$ cat src/rtl/core/wrv_pkg.sv
package wrv_pkg;

  localparam int MAX_SAMPLES = 262144;
  localparam int FRAC_BITS   = 16;

  localparam int SAMPLE_W = 16;
  localparam int CNT_W    = $clog2(MAX_SAMPLES + 1);
  localparam int XS_W     = SAMPLE_W + FRAC_BITS;     // scaled sample
  localparam int MEAN_W   = XS_W + 1;                 // running mean, signed
  localparam int DIFF_W   = MEAN_W + 1;               // signed difference
  localparam int MAG_W    = DIFF_W - 1;               // magnitude of a difference
  localparam int M2_W     = 64;
  localparam int VAR_W    = 46;

  // shared restoring divider
  localparam int DIV_W  = M2_W;
  localparam int STEP_W = $clog2(DIV_W + 1);

  // two-pass multiplier
  localparam int MUL_LO_W = (MAG_W + 1) / 2;
  localparam int MUL_HI_W = MAG_W - MUL_LO_W;
  localparam int PP_W     = MAG_W + MUL_LO_W;
  localparam int FULLP_W  = 2 * MAG_W;
  localparam int PROD_W   = FULLP_W - FRAC_BITS;

  typedef struct packed {
    logic              start;
    logic [STEP_W-1:0] steps;
  } div_req_t;

endpackage

$ cat src/rtl/core/wrv_div.sv
// Radix-2 restoring divider, one quotient bit per cycle.
// The dividend is loaded left-aligned; once done is raised the quotient
// sits in the low bits of the shift register (upper bits are zero).
module wrv_div import wrv_pkg::*; (
  input  logic              clk,
  input  logic              rst,
  input  div_req_t          req,
  input  logic [DIV_W-1:0]  dividend,
  input  logic [CNT_W-1:0]  divisor,
  output logic              done,
  output logic [DIV_W-1:0]  quotient
);

  logic              busy;
  logic [STEP_W-1:0] cnt;
  logic [CNT_W-1:0]  rem;
  logic [DIV_W-1:0]  q;
  logic [CNT_W:0]    trial;
  logic [CNT_W:0]    diff;
  logic              fits;

  assign trial = {rem, q[DIV_W-1]};
  assign diff  = trial - {1'b0, divisor};
  assign fits  = ~diff[CNT_W];

  always_ff @(posedge clk) begin
    if (rst) begin
      busy <= 1'b0;
      done <= 1'b0;
      cnt  <= '0;
    end else begin
      done <= 1'b0;
      if (req.start) begin
        busy <= 1'b1;
        cnt  <= req.steps;
        rem  <= '0;
        q    <= dividend;
      end else if (busy) begin
        q   <= {q[DIV_W-2:0], fits};
        rem <= fits ? diff[CNT_W-1:0] : trial[CNT_W-1:0];
        cnt <= cnt - 1'b1;
        if (cnt == STEP_W'(1)) begin
          busy <= 1'b0;
          done <= 1'b1;
        end
      end
    end
  end

  assign quotient = q;

endmodule

$ cat src/rtl/core/wrv_mul.sv
// Unsigned magnitude product, scaled down by the fraction bits.
// One narrow multiplier used twice (low half of b, then high half).
module wrv_mul import wrv_pkg::*; (
  input  logic              clk,
  input  logic              rst,
  input  logic              start,
  input  logic [MAG_W-1:0]  a,
  input  logic [MAG_W-1:0]  b,
  output logic              done,
  output logic [PROD_W-1:0] prod
);

  localparam logic [1:0] PH_IDLE = 2'd0;
  localparam logic [1:0] PH_LO   = 2'd1;
  localparam logic [1:0] PH_HI   = 2'd2;
  localparam logic [1:0] PH_SUM  = 2'd3;

  logic [1:0]          ph;
  logic [MAG_W-1:0]    a_r;
  logic [MAG_W-1:0]    b_r;
  logic [MUL_LO_W-1:0] b_sel;
  logic [PP_W-1:0]     pp;
  logic [PP_W-1:0]     acc_lo;
  logic [FULLP_W-1:0]  full;

  assign b_sel = (ph == PH_LO) ? b_r[MUL_LO_W-1:0]
                               : MUL_LO_W'(b_r[MAG_W-1:MUL_LO_W]);
  assign full  = FULLP_W'(acc_lo) + (FULLP_W'(pp) << MUL_LO_W);

  always_ff @(posedge clk) begin
    if (rst) begin
      ph   <= PH_IDLE;
      done <= 1'b0;
    end else begin
      done <= 1'b0;
      case (ph)
        PH_IDLE: begin
          if (start) begin
            a_r <= a;
            b_r <= b;
            ph  <= PH_LO;
          end
        end
        PH_LO: begin
          pp <= PP_W'(a_r) * PP_W'(b_sel);
          ph <= PH_HI;
        end
        PH_HI: begin
          acc_lo <= pp;
          pp     <= PP_W'(a_r) * PP_W'(b_sel);
          ph     <= PH_SUM;
        end
        PH_SUM: begin
          prod <= full[FULLP_W-1:FRAC_BITS];
          done <= 1'b1;
          ph   <= PH_IDLE;
        end
        default: ph <= PH_IDLE;
      endcase
    end
  end

endmodule

$ cat src/rtl/core/welford_running_variance_core.sv
// A sample with last low keeps the core busy after its accept until its M2 update;
//   the 33 quotient bits of the mean update through the radix-2 divider dominate.
// A sample with last high adds a 64-bit M2 / count on the same divider, so its
//   result is registered later, and later still while the previous one is unread.
// The core takes a new sample only once it is through with the previous one.
// Reset (rst, synchronous): count, mean, M2, overflow flag and out_valid cleared; state idle.
module welford_running_variance_core import wrv_pkg::*; (
  input  logic                       clk,
  input  logic                       rst,
  input  logic                       in_valid,
  output logic                       in_ready,
  input  logic signed [SAMPLE_W-1:0] sample,
  input  logic                       last,
  output logic                       out_valid,
  input  logic                       out_ready,
  output logic [VAR_W-1:0]           variance,
  output logic [CNT_W-1:0]           sample_count,
  output logic                       overflow
);

  // Sequencer states
  localparam logic [3:0] S_IDLE   = 4'd0;
  localparam logic [3:0] S_DELTA  = 4'd1;   // delta = X - mean
  localparam logic [3:0] S_DSTART = 4'd2;   // launch |delta| / n
  localparam logic [3:0] S_DWAIT  = 4'd3;
  localparam logic [3:0] S_MEAN   = 4'd4;   // mean += trunc(delta / n)
  localparam logic [3:0] S_AFTER  = 4'd5;   // X - new mean
  localparam logic [3:0] S_MSTART = 4'd6;
  localparam logic [3:0] S_MWAIT  = 4'd7;
  localparam logic [3:0] S_ACC    = 4'd8;   // M2 += product, saturating
  localparam logic [3:0] S_VSTART = 4'd9;   // launch M2 / n
  localparam logic [3:0] S_VWAIT  = 4'd10;
  localparam logic [3:0] S_OUT    = 4'd11;  // load result register, clear set

  localparam logic [CNT_W-1:0] CNT_MAX = CNT_W'(MAX_SAMPLES);

  logic [3:0] state;

  // set state
  logic [CNT_W-1:0]         count;
  logic signed [MEAN_W-1:0] mean;
  logic [M2_W-1:0]          m2;
  logic                     saturated;

  // per-request working registers
  logic signed [SAMPLE_W-1:0] x_r;
  logic                       last_r;
  logic [MAG_W-1:0]           dmag;
  logic                       dneg;
  logic [MAG_W-1:0]           amag;

  // datapath
  logic signed [DIFF_W-1:0] xs_ext;
  logic signed [DIFF_W-1:0] delta;
  logic signed [DIFF_W-1:0] delta_neg;
  logic signed [DIFF_W-1:0] step;
  logic signed [DIFF_W-1:0] mean_sum;
  logic signed [DIFF_W-1:0] after;
  logic signed [DIFF_W-1:0] after_neg;
  logic [M2_W:0]            m2_sum;

  // shared divider
  div_req_t         div_req;
  logic [DIV_W-1:0] div_dividend;
  logic             div_done;
  logic [DIV_W-1:0] div_quot;

  // multiplier
  logic              mul_start;
  logic              mul_done;
  logic [PROD_W-1:0] mul_prod;

  assign in_ready = (state == S_IDLE);

  // X = x * 2^FRAC_BITS, sign-extended to difference width
  assign xs_ext    = DIFF_W'($signed({x_r, {FRAC_BITS{1'b0}}}));
  assign delta     = xs_ext - DIFF_W'(mean);
  assign delta_neg = -delta;

  // trunc toward zero: divide magnitudes, restore the sign
  assign step     = dneg ? -DIFF_W'(div_quot[MAG_W-1:0]) : DIFF_W'(div_quot[MAG_W-1:0]);
  assign mean_sum = DIFF_W'(mean) + step;

  assign after     = xs_ext - DIFF_W'(mean);
  assign after_neg = -after;

  assign m2_sum = {1'b0, m2} + (M2_W + 1)'(mul_prod);

  // Divider operand: |delta| left-aligned for the mean step, M2 for the variance
  always_comb begin
    div_req.start = 1'b0;
    div_req.steps = STEP_W'(MAG_W);
    div_dividend  = {dmag, {(DIV_W - MAG_W){1'b0}}};
    case (state)
      S_DSTART: div_req.start = 1'b1;
      S_VSTART: begin
        div_req.start = 1'b1;
        div_req.steps = STEP_W'(DIV_W);
        div_dividend  = m2;
      end
      default: ;
    endcase
  end

  assign mul_start = (state == S_MSTART);

  wrv_div u_div (
    .clk      (clk),
    .rst      (rst),
    .req      (div_req),
    .dividend (div_dividend),
    .divisor  (count),
    .done     (div_done),
    .quotient (div_quot)
  );

  wrv_mul u_mul (
    .clk   (clk),
    .rst   (rst),
    .start (mul_start),
    .a     (dmag),
    .b     (amag),
    .done  (mul_done),
    .prod  (mul_prod)
  );

  always_ff @(posedge clk) begin
    if (rst) begin
      state     <= S_IDLE;
      count     <= '0;
      mean      <= '0;
      m2        <= '0;
      saturated <= 1'b0;
      out_valid <= 1'b0;
    end else begin
      // drained; a reload in S_OUT sets it again instead
      if (out_valid && out_ready && (state != S_OUT)) begin
        out_valid <= 1'b0;
      end
      case (state)
        S_IDLE: begin
          if (in_valid) begin
            x_r    <= sample;
            last_r <= last;
            // n = count + 1, held at the limit once reached
            if (count >= CNT_MAX) begin
              count     <= CNT_MAX;
              saturated <= 1'b1;
            end else begin
              count <= count + 1'b1;
            end
            state <= S_DELTA;
          end
        end
        S_DELTA: begin
          dneg  <= delta[DIFF_W-1];
          dmag  <= delta[DIFF_W-1] ? delta_neg[MAG_W-1:0] : delta[MAG_W-1:0];
          state <= S_DSTART;
        end
        S_DSTART: state <= S_DWAIT;
        S_DWAIT: begin
          if (div_done) begin
            state <= S_MEAN;
          end
        end
        S_MEAN: begin
          mean  <= mean_sum[MEAN_W-1:0];
          state <= S_AFTER;
        end
        S_AFTER: begin
          amag  <= after[DIFF_W-1] ? after_neg[MAG_W-1:0] : after[MAG_W-1:0];
          state <= S_MSTART;
        end
        S_MSTART: state <= S_MWAIT;
        S_MWAIT: begin
          if (mul_done) begin
            state <= S_ACC;
          end
        end
        S_ACC: begin
          m2    <= m2_sum[M2_W] ? {M2_W{1'b1}} : m2_sum[M2_W-1:0];
          state <= last_r ? S_VSTART : S_IDLE;
        end
        S_VSTART: state <= S_VWAIT;
        S_VWAIT: begin
          if (div_done) begin
            state <= S_OUT;
          end
        end
        S_OUT: begin
          // wait until the result register is free or being drained
          if (!out_valid || out_ready) begin
            variance     <= (|div_quot[DIV_W-1:VAR_W]) ? {VAR_W{1'b1}}
                                                       : div_quot[VAR_W-1:0];
            sample_count <= count;
            overflow     <= saturated;
            out_valid    <= 1'b1;
            count        <= '0;
            mean         <= '0;
            m2           <= '0;
            saturated    <= 1'b0;
            state        <= S_IDLE;
          end
        end
        default: state <= S_IDLE;
      endcase
    end
  end

  // Count never runs past the saturation limit
  a_count_bound: assert property (@(posedge clk) disable iff (rst)
    count <= CNT_MAX)
    else $error("count above limit");

  // Overflow flag only ever set with the count pinned at the limit
  a_sat_at_limit: assert property (@(posedge clk) disable iff (rst)
    saturated |-> (count == CNT_MAX))
    else $error("saturated without full count");

  // One request at a time: busy right after an accept
  a_busy_after_accept: assert property (@(posedge clk) disable iff (rst)
    (in_valid && in_ready) |=> !in_ready)
    else $error("ready right after accept");

  // Issuing a result empties the set state
  a_clear_on_result: assert property (@(posedge clk) disable iff (rst)
    (state == S_OUT && (!out_valid || out_ready)) |=>
      (out_valid && count == '0 && m2 == '0 && !saturated))
    else $error("set state not cleared after result");

endmodule

$ cat config.mk
export PLATFORM = sky130hd
export DESIGN_NAME = welford_running_variance_core
export DESIGN_NICKNAME = d
export VERILOG_FILES = /design/src/rtl/core/wrv_pkg.sv /design/src/rtl/core/wrv_div.sv /design/src/rtl/core/wrv_mul.sv /design/src/rtl/core/welford_running_variance_core.sv
export SDC_FILE = /design/constraint.sdc
export NUM_CORES = 2
export LEC_CHECK = 0
export ABC_AREA = 1
export BUFFER_PORTS_ARGS = -buffer_cell sky130_fd_sc_hd__buf_4
export CORE_MARGIN = 1
export CORE_UTILIZATION = 50
export CTS_CLUSTER_SIZE = 20
export DETAILED_ROUTE_END_ITERATION = 6
export PLACE_DENSITY = 0.64
export SLEW_MARGIN = 30
export SYNTH_ARGS = -nofsm -noshare
export SYNTH_HDL_FRONTEND = slang
export SYNTH_HIERARCHICAL = 1
export SYNTH_SLANG_ARGS = --single-unit
$ cat constraint.sdc
create_clock -name clk -period 7.16 [get_ports clk]
set_input_delay 0.358 -clock clk [delete_from_list [all_inputs] [get_ports clk]]
set_output_delay 0.358 -clock clk [all_outputs]
set_load 0.02 [all_outputs]
==> run metrics <==
outcome completed; EDFF count, synth 433; area of the mapped netlist 0.0544 mm2; Die X 332 um; FF-to-FF setup slack 0.22 ns; max-slew violations 0; hold path depth 4; DP HPWL 147000 um; Yosys cell types 68; Worst R2R Path Depth 27; Inserted Clock Buffers 69; Final Skew 0.0364 ns; Ports 89; Clock Tree Buf Depth 3; Final period util 97.0%; Worst Setup End Kind flip-flop; layout cells sized above 1 6.59%; antenna violations before repair 0; wire per inst 20.4 um; vias per inst 5.32; die height 332 um; Syn Area/Cell 7.48 um2; Req. time, crit path 7.55 ns; Synth-to-Final Area Change 9.05%; Reg clk slew, reported paths 0.06 ns; # port buffers 88; worst hold endpoint out_valid; die area 0.110 mm2; sequential area share after synthesis 28.8%; Slew headroom 39.2%; area of the core 0.108 mm2; final setup fails 0; DR iter-0 viols 4440; Initial Utilization 50.6%; most frequent cells in the layout nand2_1 (2241), inv_1 (1381), nor2_1 (767); GRT overflow 0; largest net degree at the start of global routing 116; min-delay worst type in2reg; gpl congestion 0.999; drt first pass iters 6; setup_tns 0 ns; CTS H-tree lvls 3; post-layout min period 6.94 ns; Routed Antenna Nets 0; Yosys warnings 6; Slew @ Worst Pin 0.912 ns; Final Hold Fails 0; CP Class reg2reg; Crit path arrival time 7.33 ns; Net count, final 8157; Root Buffer clkbuf_16; prevailing post-synth register cell edfxtp_1; ys async rst share 0%; vias 47000; total track usage 32.9%; commonest non-fill, non-tap cell in the layout nand2_1; Worst R2R End u_mul/pp[42]; Mapped Cells 7281; FF-to-FF Start u_mul/ph[1]; RSZ-0062 raised after global routing no; Fmax 144 MHz; clock sinks 567; CTS tree built; Yosys reg bits 567; Setup crit start u_mul/ph[1]; Worst Min Path Start out_ready; clk_lat worst skew 0.66 ns; max cap viols 0; ant diodes 0; row cnt 120; Startpoint Class flip-flop; drt drc 0; vias in the first global route 45700; first-pass GRT wire length 276000 um; drt total wl 180000 um; Worst Path Max Fanout 15
-- critical path, cell delays in order, from the launching register on --
cell     delay (ns)
dfxtp_1        0.36
inv_1          0.09
ha_2           0.26
buf_6          0.19
o21ai_4        0.56
buf_6          0.26
nor2_1         0.07
fa_1           0.50
inv_1          0.05
fa_1           0.48
fa_1           0.58
inv_1          0.08
fa_1           0.53
fa_1           0.55
inv_1          0.06
fa_1           0.54
inv_1          0.06
ha_1           0.37
nand2_1        0.16
inv_1          0.06
nand2_1        0.06
nand2_1        0.08
a21oi_1        0.29
nor2_1         0.09
nor2_1         0.15
nand2_1        0.08
nand2_1        0.06
nand2_1        0.04
-- synth_stat cells (5+ instances only) --
cell type / count / area, um2
dfxtp_1: 134 / 2680
clkinv_1: 5 / 18.8
inv_1: 1383 / 5190
nand3_2: 12 / 120
xnor2_1: 24 / 210
a21oi_2: 5 / 43.8
nand4_1: 52 / 325
nand2_1: 2241 / 8410
o21ai_1: 19 / 95.1
a211oi_1: 5 / 37.5
inv_2: 34 / 128
or2_1: 10 / 62.6
nand2_2: 35 / 219
nor4_1: 23 / 144
or2_2: 16 / 100
o21a_1: 14 / 105
ha_1: 285 / 3570
o21ai_4: 5 / 81.3
nor2_1: 773 / 2900
a21oi_1: 346 / 1730
edfxtp_1: 433 / 13000
nor2_4: 16 / 180
fa_1: 468 / 9370
buf_6: 20 / 225
a31oi_1: 14 / 87.6
o21ai_2: 10 / 87.6
buf_4: 8 / 60.1
buf_2: 26 / 130
nand3b_1: 16 / 120
nor3_1: 47 / 235
xor2_1: 136 / 1190
clkbuf_1: 99 / 372
o21ai_0: 177 / 886
nand3_1: 278 / 1390
nor2_2: 42 / 263
o21bai_1: 9 / 67.6
a21o_1: 9 / 67.6
-- per-layer routing --
metal	vias up	wire, um	global-route usage [%]
met4	0	5040	8.90
met3	219	14200	5.43
met2	1656	80300	51.3
met1	22600	80600	47.3
met5	-	0	0
li1	22600	-	-
-- through the flow --
step	hold slack, ns	instances	worst slack (ns)	utilization [%]	instance area [um2]
floorplan	0.400	7284	1.06	-	54400
global placement	0.402	8694	0.219	52.7	56700
detailed placement	0.405	8696	0.122	52.8	56800
CTS	0.0153	8841	0.0540	55.2	59300
global route	0.0551	8843	0.000528	55.2	59400
finish	0.0484	8843	0.218	55.2	59400
-- area by class of cell --
cell class | count | area (um2)
clock buffer | 83 | 1800
clock inverter | 45 | 573
fill | 10500 | 48100
inverter | 1425 | 5370
multi-input combinational | 5135 | 32700
sequential | 567 | 15700
tap | 1403 | 1760
timing repair buffer | 185 | 1500
-- worst max-delay path by stage --
stage                         endpoint  slack, ns  cells after the start
after global routing      u_mul/pp[48]     0.0005                     25
after floorplan           u_mul/a_r[0]       1.06                      5
after CTS                 u_mul/pp[42]       0.05                     27
after detailed placement  u_mul/pp[42]       0.12                     27
after global placement    u_mul/pp[47]       0.22                     26
final                     u_mul/pp[42]       0.22                     27
-- sequential cells by signal, summed over array words and instances, names as in the netlist, 34 cells and up --
signal,flops
u_mul/pp,50
u_mul/acc_lo,34
m2,64
variance,46
u_div/quotient,64
u_mul/prod,50
-- kinds of logic (layout without fill, tap and decap cells) --
logic type / count (synthesis) / after routing / share of synthesized area [%]
xor gates and xnor gates: 162 / 162 / 2.63
adders and majority gates: 753 / 753 / 23.8
and+or+nand+nor: 3585 / 3585 / 27.1
AOI/OAI and AO/OA: 631 / 631 / 6.32
other: 1 / 4 / 0.00689
buffers and inverters: 1582 / 1738 / 11.3
DFF: 567 / 567 / 28.8
-- repair_timing --
| action | CTS | global route |
|---|---|---|
| setup buffers | 0 | 2 |
| hold endpoints to repair | 17 | 0 |
| resized for setup | 0 | 10 |
| hold buffers | 17 | 0 |
| setup endpoints to repair | 0 | 25 |
Power is not shown: default switching activity piles up to over one toggle a cycle in this logic, so the estimate is an artifact.
